==> src/rtl/assert_macros.svh <==
// Assertion helpers shared by the RTL.
`ifndef ASSERT_MACROS_SVH
`define ASSERT_MACROS_SVH

// Checked only out of reset.
`define BAA_ASSERT(lbl, prop, msg) \
  lbl: assert property (@(posedge clk_i) disable iff (!rst_ni) prop) else $error(msg);

// Checked on every edge, reset included.
`define BAA_ASSERT_ALWAYS(lbl, prop, msg) \
  lbl: assert property (@(posedge clk_i) prop) else $error(msg);

`endif

==> src/rtl/baa_pkg.sv <==
package baa_pkg;

  // Operand and result formats
  localparam int COORD_WIDTH     = 32;
  localparam int ANGLE_FRAC_BITS = 16;
  localparam int OUT_W           = ANGLE_FRAC_BITS + 2;

  // Front end widths
  localparam int DIFF_W  = COORD_WIDTH + 1;
  localparam int PROD_W  = 2 * DIFF_W;
  localparam int CROSS_W = PROD_W + 1;
  localparam int DOT_W   = PROD_W + 2;
  localparam int MAG_W   = 2 * COORD_WIDTH + 2;
  localparam int HALF_W  = MAG_W / 2;
  localparam int SQ_W    = 2 * MAG_W;

  // Square root
  localparam int ROOT_W = MAG_W;
  localparam int REM_W  = ROOT_W + 2;

  // Normalization and CORDIC
  localparam int NORM_BITS = 52;
  localparam int LZ_W      = $clog2(MAG_W + 1);
  localparam int XY_W      = NORM_BITS + 6;
  localparam int ACC_FRAC  = 44;
  localparam int ITERS     = 44;
  localparam int ACC_W     = ACC_FRAC + 4;
  localparam int SER_FRAC  = 60;
  localparam int TAB_DROP  = SER_FRAC - ACC_FRAC;
  localparam int DROP      = ACC_FRAC - ANGLE_FRAC_BITS;

  localparam logic [63:0] SER_ONE = 64'd1 << SER_FRAC;

  // Dot product side info carried along the root pipeline
  typedef struct packed {
    logic [MAG_W-1:0] dot_mag;
    logic             dot_neg;
  } side_t;

  // Normalized operands handed to the CORDIC
  typedef struct packed {
    logic [NORM_BITS-1:0] xm;
    logic [NORM_BITS-1:0] ym;
    logic                 dot_neg;
    logic                 zero;
  } norm_t;

  // Shift-subtract division, used only to build constants
  function automatic logic [63:0] udiv(input logic [63:0] a, input logic [63:0] b);
    logic [63:0] q;
    logic [64:0] r;
    q = '0;
    r = '0;
    for (int i = 63; i >= 0; i--) begin
      r = {r[63:0], a[i]};
      if (r >= {1'b0, b}) begin
        r    = r - {1'b0, b};
        q[i] = 1'b1;
      end
    end
    return q;
  endfunction

  // atan(1/n) scaled by 2^60, truncated series
  function automatic logic [63:0] atan_recip(input logic [63:0] n);
    logic [63:0] sum;
    logic [63:0] pw;
    logic [63:0] k;
    logic [63:0] t;
    logic [63:0] lim;
    logic        done;
    sum  = '0;
    pw   = n;
    k    = '0;
    done = 1'b0;
    lim  = udiv(udiv(SER_ONE, n), n);
    for (int it = 0; it < 64; it++) begin
      if (!done) begin
        t = udiv(udiv(SER_ONE, pw), 64'd2 * k + 64'd1);
        if (!k[0]) sum = sum + t;
        else sum = sum - t;
        if (pw > lim) begin
          done = 1'b1;
        end else begin
          pw = pw * n * n;
          k  = k + 64'd1;
        end
      end
    end
    return sum;
  endfunction

  function automatic logic [63:0] quarter_pi();
    return atan_recip(64'd2) + atan_recip(64'd3);
  endfunction

  // Micro-rotation angle of step i, 44 fraction bits
  function automatic logic [ACC_W-1:0] rot_val(input int i);
    logic [63:0] v;
    if (i == 0) v = quarter_pi();
    else v = atan_recip(64'd1 << i);
    v = (v + (64'd1 << (TAB_DROP - 1))) >> TAB_DROP;
    return v[ACC_W-1:0];
  endfunction

  function automatic logic [63:0] pi_acc64();
    return (64'd4 * quarter_pi() + (64'd1 << (TAB_DROP - 1))) >> TAB_DROP;
  endfunction

  localparam logic [63:0]      PI_ACC64 = pi_acc64();
  localparam logic [ACC_W-1:0] PI_ACC   = PI_ACC64[ACC_W-1:0];
  localparam logic [63:0]      PI_RND   = (PI_ACC64 + (64'd1 << (DROP - 1))) >> DROP;
  localparam logic [OUT_W-1:0] PI_OUT   = PI_RND[OUT_W-1:0];

endpackage

==> src/rtl/baa_norm.sv <==
module baa_norm import baa_pkg::*; (
  input  logic              clk_i,
  input  logic              rst_ni,
  input  logic              en_i,
  input  logic              valid_i,
  input  logic [ROOT_W-1:0] root_i,
  input  side_t             side_i,
  output logic              valid_o,
  output norm_t             norm_o
);

  localparam int EXT_W = MAG_W + NORM_BITS;

  logic [MAG_W-1:0] orv;
  logic [LZ_W-1:0]  lz;

  logic             vld1_q;
  logic             vld2_q;
  logic [LZ_W-1:0]  lz_q;
  logic [MAG_W-1:0] dot_q;
  logic [MAG_W-1:0] root_q;
  logic             neg_q;
  logic             zero_q;
  norm_t            norm_q;

  logic [EXT_W-1:0] xs;
  logic [EXT_W-1:0] ys;

  // leading zeros of the larger operand
  assign orv = side_i.dot_mag | root_i;

  always_comb begin
    lz = LZ_W'(MAG_W);
    for (int b = 0; b < MAG_W; b++) begin
      if (orv[b]) lz = LZ_W'(MAG_W - 1 - b);
    end
  end

  always_ff @(posedge clk_i or negedge rst_ni) begin
    if (!rst_ni) begin
      vld1_q <= 1'b0;
      vld2_q <= 1'b0;
    end else if (en_i) begin
      vld1_q <= valid_i;
      vld2_q <= vld1_q;
    end
  end

  // align so the top set bit lands in the operand MSB
  assign xs = {dot_q, NORM_BITS'(0)} << lz_q;
  assign ys = {root_q, NORM_BITS'(0)} << lz_q;

  always_ff @(posedge clk_i) begin
    if (en_i) begin
      lz_q           <= lz;
      dot_q          <= side_i.dot_mag;
      root_q         <= root_i;
      neg_q          <= side_i.dot_neg;
      zero_q         <= (root_i == '0);
      norm_q.xm      <= xs[EXT_W-1 -: NORM_BITS];
      norm_q.ym      <= ys[EXT_W-1 -: NORM_BITS];
      norm_q.dot_neg <= neg_q;
      norm_q.zero    <= zero_q;
    end
  end

  assign valid_o = vld2_q;
  assign norm_o  = norm_q;

endmodule

==> config.mk <==
export PLATFORM = sky130hd
export DESIGN_NAME = baa_norm
export DESIGN_NICKNAME = d
export VERILOG_FILES = /design/src/rtl/assert_macros.svh /design/src/rtl/baa_pkg.sv /design/src/rtl/baa_norm.sv
export SDC_FILE = /design/constraint.sdc
export NUM_CORES = 1
export LEC_CHECK = 0
export BUFFER_PORTS_ARGS = -buffer_cell sky130_fd_sc_hd__buf_2
export CAP_MARGIN = 0
export CORE_ASPECT_RATIO = 2
export CORE_MARGIN = 4
export CORE_UTILIZATION = 40
export CTS_CLUSTER_SIZE = 40
export DETAILED_ROUTE_END_ITERATION = 10
export PLACE_DENSITY = 0.71
export SKIP_LAST_GASP = 1
export SLEW_MARGIN = 20
export SYNTH_ARGS = -nofsm -noshare
export SYNTH_HDL_FRONTEND = slang
export SYNTH_SLANG_ARGS = --single-unit
==> constraint.sdc <==
create_clock -name clk_i -period 2.6 [get_ports clk_i]
set_input_delay 0.39 -clock clk_i [delete_from_list [all_inputs] [get_ports clk_i]]
set_output_delay 0.39 -clock clk_i [all_outputs]
set_load 0.03 [all_outputs]
==> results.toml <==
[outcome]
status = "finished with violations"
violations = "setup timing"

[grt]
grt_pass1_vias = 15900
grt_max_degree = 80
met3_usage = 0.0427
grt_pass1_wl_mm = 105
met2_usage = 0.558
grt_antenna_before_repair = 1
busiest_layer = "met2"
grt_use_met1 = 0.307
grt-ovfl-total = 0
grt_usage = 0.307

[yosys]
synthXorXnorAreaFrac = 0
ys_warn_count = 0
muxShareOfSynthArea = 0.245
synth-edff-count = 247
synth-seq-area-share = 0.436
ys_seq_elements = 249
synth_nets = 1695
synth.avg_cell_area_um2 = 11.0
yosys.area_share.adder = 0
netlist_area_um2 = 17100
yosys.area_share.simple = 0.135
synthArstFlopShare = 0.00803
synthDistinctLibCells = 65
synth_largest_area_cell = "edfxtp_1"
syn_inst = 1558
synth_top_family_by_area = "multiplexers"
synth-main-ff-cell = "edfxtp_1"
yosysTopAreaCellShare = 0.433
synth_area_leaders = "edfxtp_1 43%, mux4_2 11%, mux2i_1 6.7%, nand2_1 5.0%, mux2_2 3.9%"
synth-compound-area-share = 0.140

[critical_path]
critPathCaptureType = "flop"
crit_path_start_kind = "flop"
cp.arrival_ns = 2.91
crit_required_ns = 2.90
slowest_stage = "mux4_1"
worst-path-stages = 9
crit_fanout = 13
cp.buffers_inverters = 4
max_stage_delay_ns = 0.63
path_common_cell = "buf_4"
reg2reg_depth = 9
critPathTopFamily = "multiplexers"
crit_type = "reg -> reg"
crit_chain = "buf_12 > buf_4 > mux4_1 > mux2i_2 > nand2_1 > o21ai_0 > buf_4 > o221ai_1 > buf_4"

[power_and_ir_drop]
intPower_mw = 8.46
p_leak_nw = 8.77
power.density_nw_per_um2 = 574
p_comb_frac = 0.339
swShare = 0.330
irDropWorstVdd_mv = 0.404
clockPowerShare = 0.262
p_switching_mw = 4.17
seqPwrFrac = 0.399

[clock_tree]
clk_path_buf_depth = 3
h-tree-depth = 1
cts_root_buffer = "clkbuf_16"
path_clk_slew_ns = 0.07
cts_sinks = 249
cts_inserted_buffers = 22
insertion_delay_ns = 0.55
cts_tree = "done"

[worst_hold_path]
worstHoldPathCells = 1
hold_class = "in -> reg"

[sta]
setup_viol = 1
finalSetupTns_ns = -0.0127
setup_slack_ns = -0.0127
worst_pin_slew_ns = 0.759
hold_viol = 0
post-route-min-period_ns = 2.61
finClkSkew_ns = 0.0175
fmax_mhz = 383
maxSlewViolCount = 0
fin_hold_ws_ns = 0.0291
fin_crit_sh = 1.00
rsz0062_at_grt = "true"
slew_headroom = 0.490

[routing]
first_iter_violations = 1766
route.detailed.wl_per_inst_um = 28.4
postRouteAntennaNets = 0
routed-via-count = 15800
drt-pass1-iter-count = 5
wl_mm = 73.6
routed_via_density = 6.08
drcViolationCount = 0

[placement]
dpl_worst_slack_ns = -0.183
io_buffers = 243
dp_hpwl_mm = 60.6
finalWeightedCongestion = 1.03

[floorplanning]
die-area_um2 = 46400
floorplan.initialDensity = 0.403
dieHeight_um = 301
design.portCount = 244
coreArea_um2 = 42400
num_rows = 107
dieWidth_um = 154

[cells_and_area]
layout_common_cells = "295 x buf_4, 247 x edfxtp_1, 242 x buf_2"
drive_above_1_share = 0.386
final_common_cell = "buf_4"
nNetsFinal = 2169
area_growth_pct = 28.6

[run]
cap_violations = 0
==> sequential cells by signal, indices dropped and copies added (netlist names) <==
name / count
norm_o: 106
dot_q: 66
root_q: 66
lz_q: 7
neg_q: 1
valid_o: 1
vld1_q: 1
zero_q: 1
==> cells in the mapped netlist, types with 4 or more instances <==
cell type  count
nand3_1       21
mux2i_1      115
a31oi_1        9
nor2_1       148
mux4_1        17
edfxtp_1     247
or4_1          4
mux2_2        60
nor4_1        44
mux4_2        84
o21ai_1        9
a21oi_1       84
clkbuf_1      47
a211o_1        5
o31ai_1        9
buf_2         42
a221o_1        6
o21ai_0       99
nand2_1      228
a211oi_1      16
o22ai_1       10
and2_1         5
o22a_1        20
buf_1          9
nand4_1        6
nand2b_1       9
or3_1          6
inv_1         12
a22oi_1        6
nor2b_1       16
o211ai_1      31
buf_6         11
o221ai_1      37
nor3_1        22
buf_4          5
==> worst register-to-register path: cells and delay by family, from the launching register on <==
family          cells  cell delay (ns)
mux                 2             0.87
flops               1             0.37
simple gates        1             0.07
compound gates      2             0.29
buf+inv             4             0.78
==> routing by layer <==
layer  vias to the layer above  routed length [um]
li1                       7069                   -
met1                      7616               23700
met2                       842               38000
met3                       247                4340
met4                         0                7560
met5                         -                   0
==> stage by stage <==
stage               total power [mW]  std cells  utilization  area, um2
floorplan                       7.15       1558            -      17100
CTS                             12.6       2590        0.515      21900
global placement                9.21       2547        0.497      21100
finish                          12.6       2594        0.519      22000
detailed placement              9.26       2547        0.497      21100
global route                    13.1       2594        0.519      22000
==> power by group through the flow <==
stage | registers [mW] | logic [mW] | clock network [mW]
2_1_floorplan | 5.26 | 1.89 | 0
3_3_place_gp | 5.10 | 4.11 | 0
3_5_place_dp | 5.12 | 4.14 | 0
4_1_cts | 5.04 | 4.18 | 3.36
5_1_grt | 5.06 | 4.50 | 3.54
6_report | 5.04 | 4.29 | 3.31
==> path summary, 6_finish.rpt <==
check                                      start                       end  slack, ns
hold / removal                        side_i[41]       dot_q[40]$_DFFE_PP_       0.03
min in group asynchronous                 rst_ni        vld1_q$_DFFE_PN0P_       0.16
hold reg to reg                  neg_q$_DFFE_PP_       norm_o[1]$_DFFE_PP_       0.43
max in group asynchronous                 rst_ni       valid_o$_DFFE_PN0P_       2.35
setup / recovery           lz_q[0]$_SDFFCE_PP0P_  norm_o[33]$_SDFFCE_PP0P_      -0.01
setup reg to reg           lz_q[0]$_SDFFCE_PP0P_  norm_o[33]$_SDFFCE_PP0P_      -0.01
==> kinds of logic (layout without fill, tap and decap cells) <==
| kind of cell | count (synthesis) | in the layout |
|---|---|---|
| and+or+nand+nor | 526 | 526 |
| buffers and inverters | 136 | 626 |
| other | 0 | 1 |
| DFF | 249 | 249 |
| muxes | 277 | 277 |
| AOI/OAI and AO/OA | 370 | 370 |
==> cell type report <==
cell class / count / area (um2)
Antenna cell: 1 / 2.50
Clock inverter: 12 / 113
Clock buffer: 28 / 594
Inverter: 15 / 58.8
Fill cell: 3833 / 20400
Sequential cell: 249 / 7470
Multi-Input combinational cell: 1173 / 9030
Timing Repair Buffer: 571 / 4070
Tap cell: 545 / 682
==> what timing repair did <==
action	CTS	global route
cloned	0	1
resized for setup	13	43
hold buffers	2	0
pin swaps	2	3
buffers inserted	1	2
hold endpoints to repair	3	0
setup endpoints to repair	23	65
(Power assumes the default switching activity.)
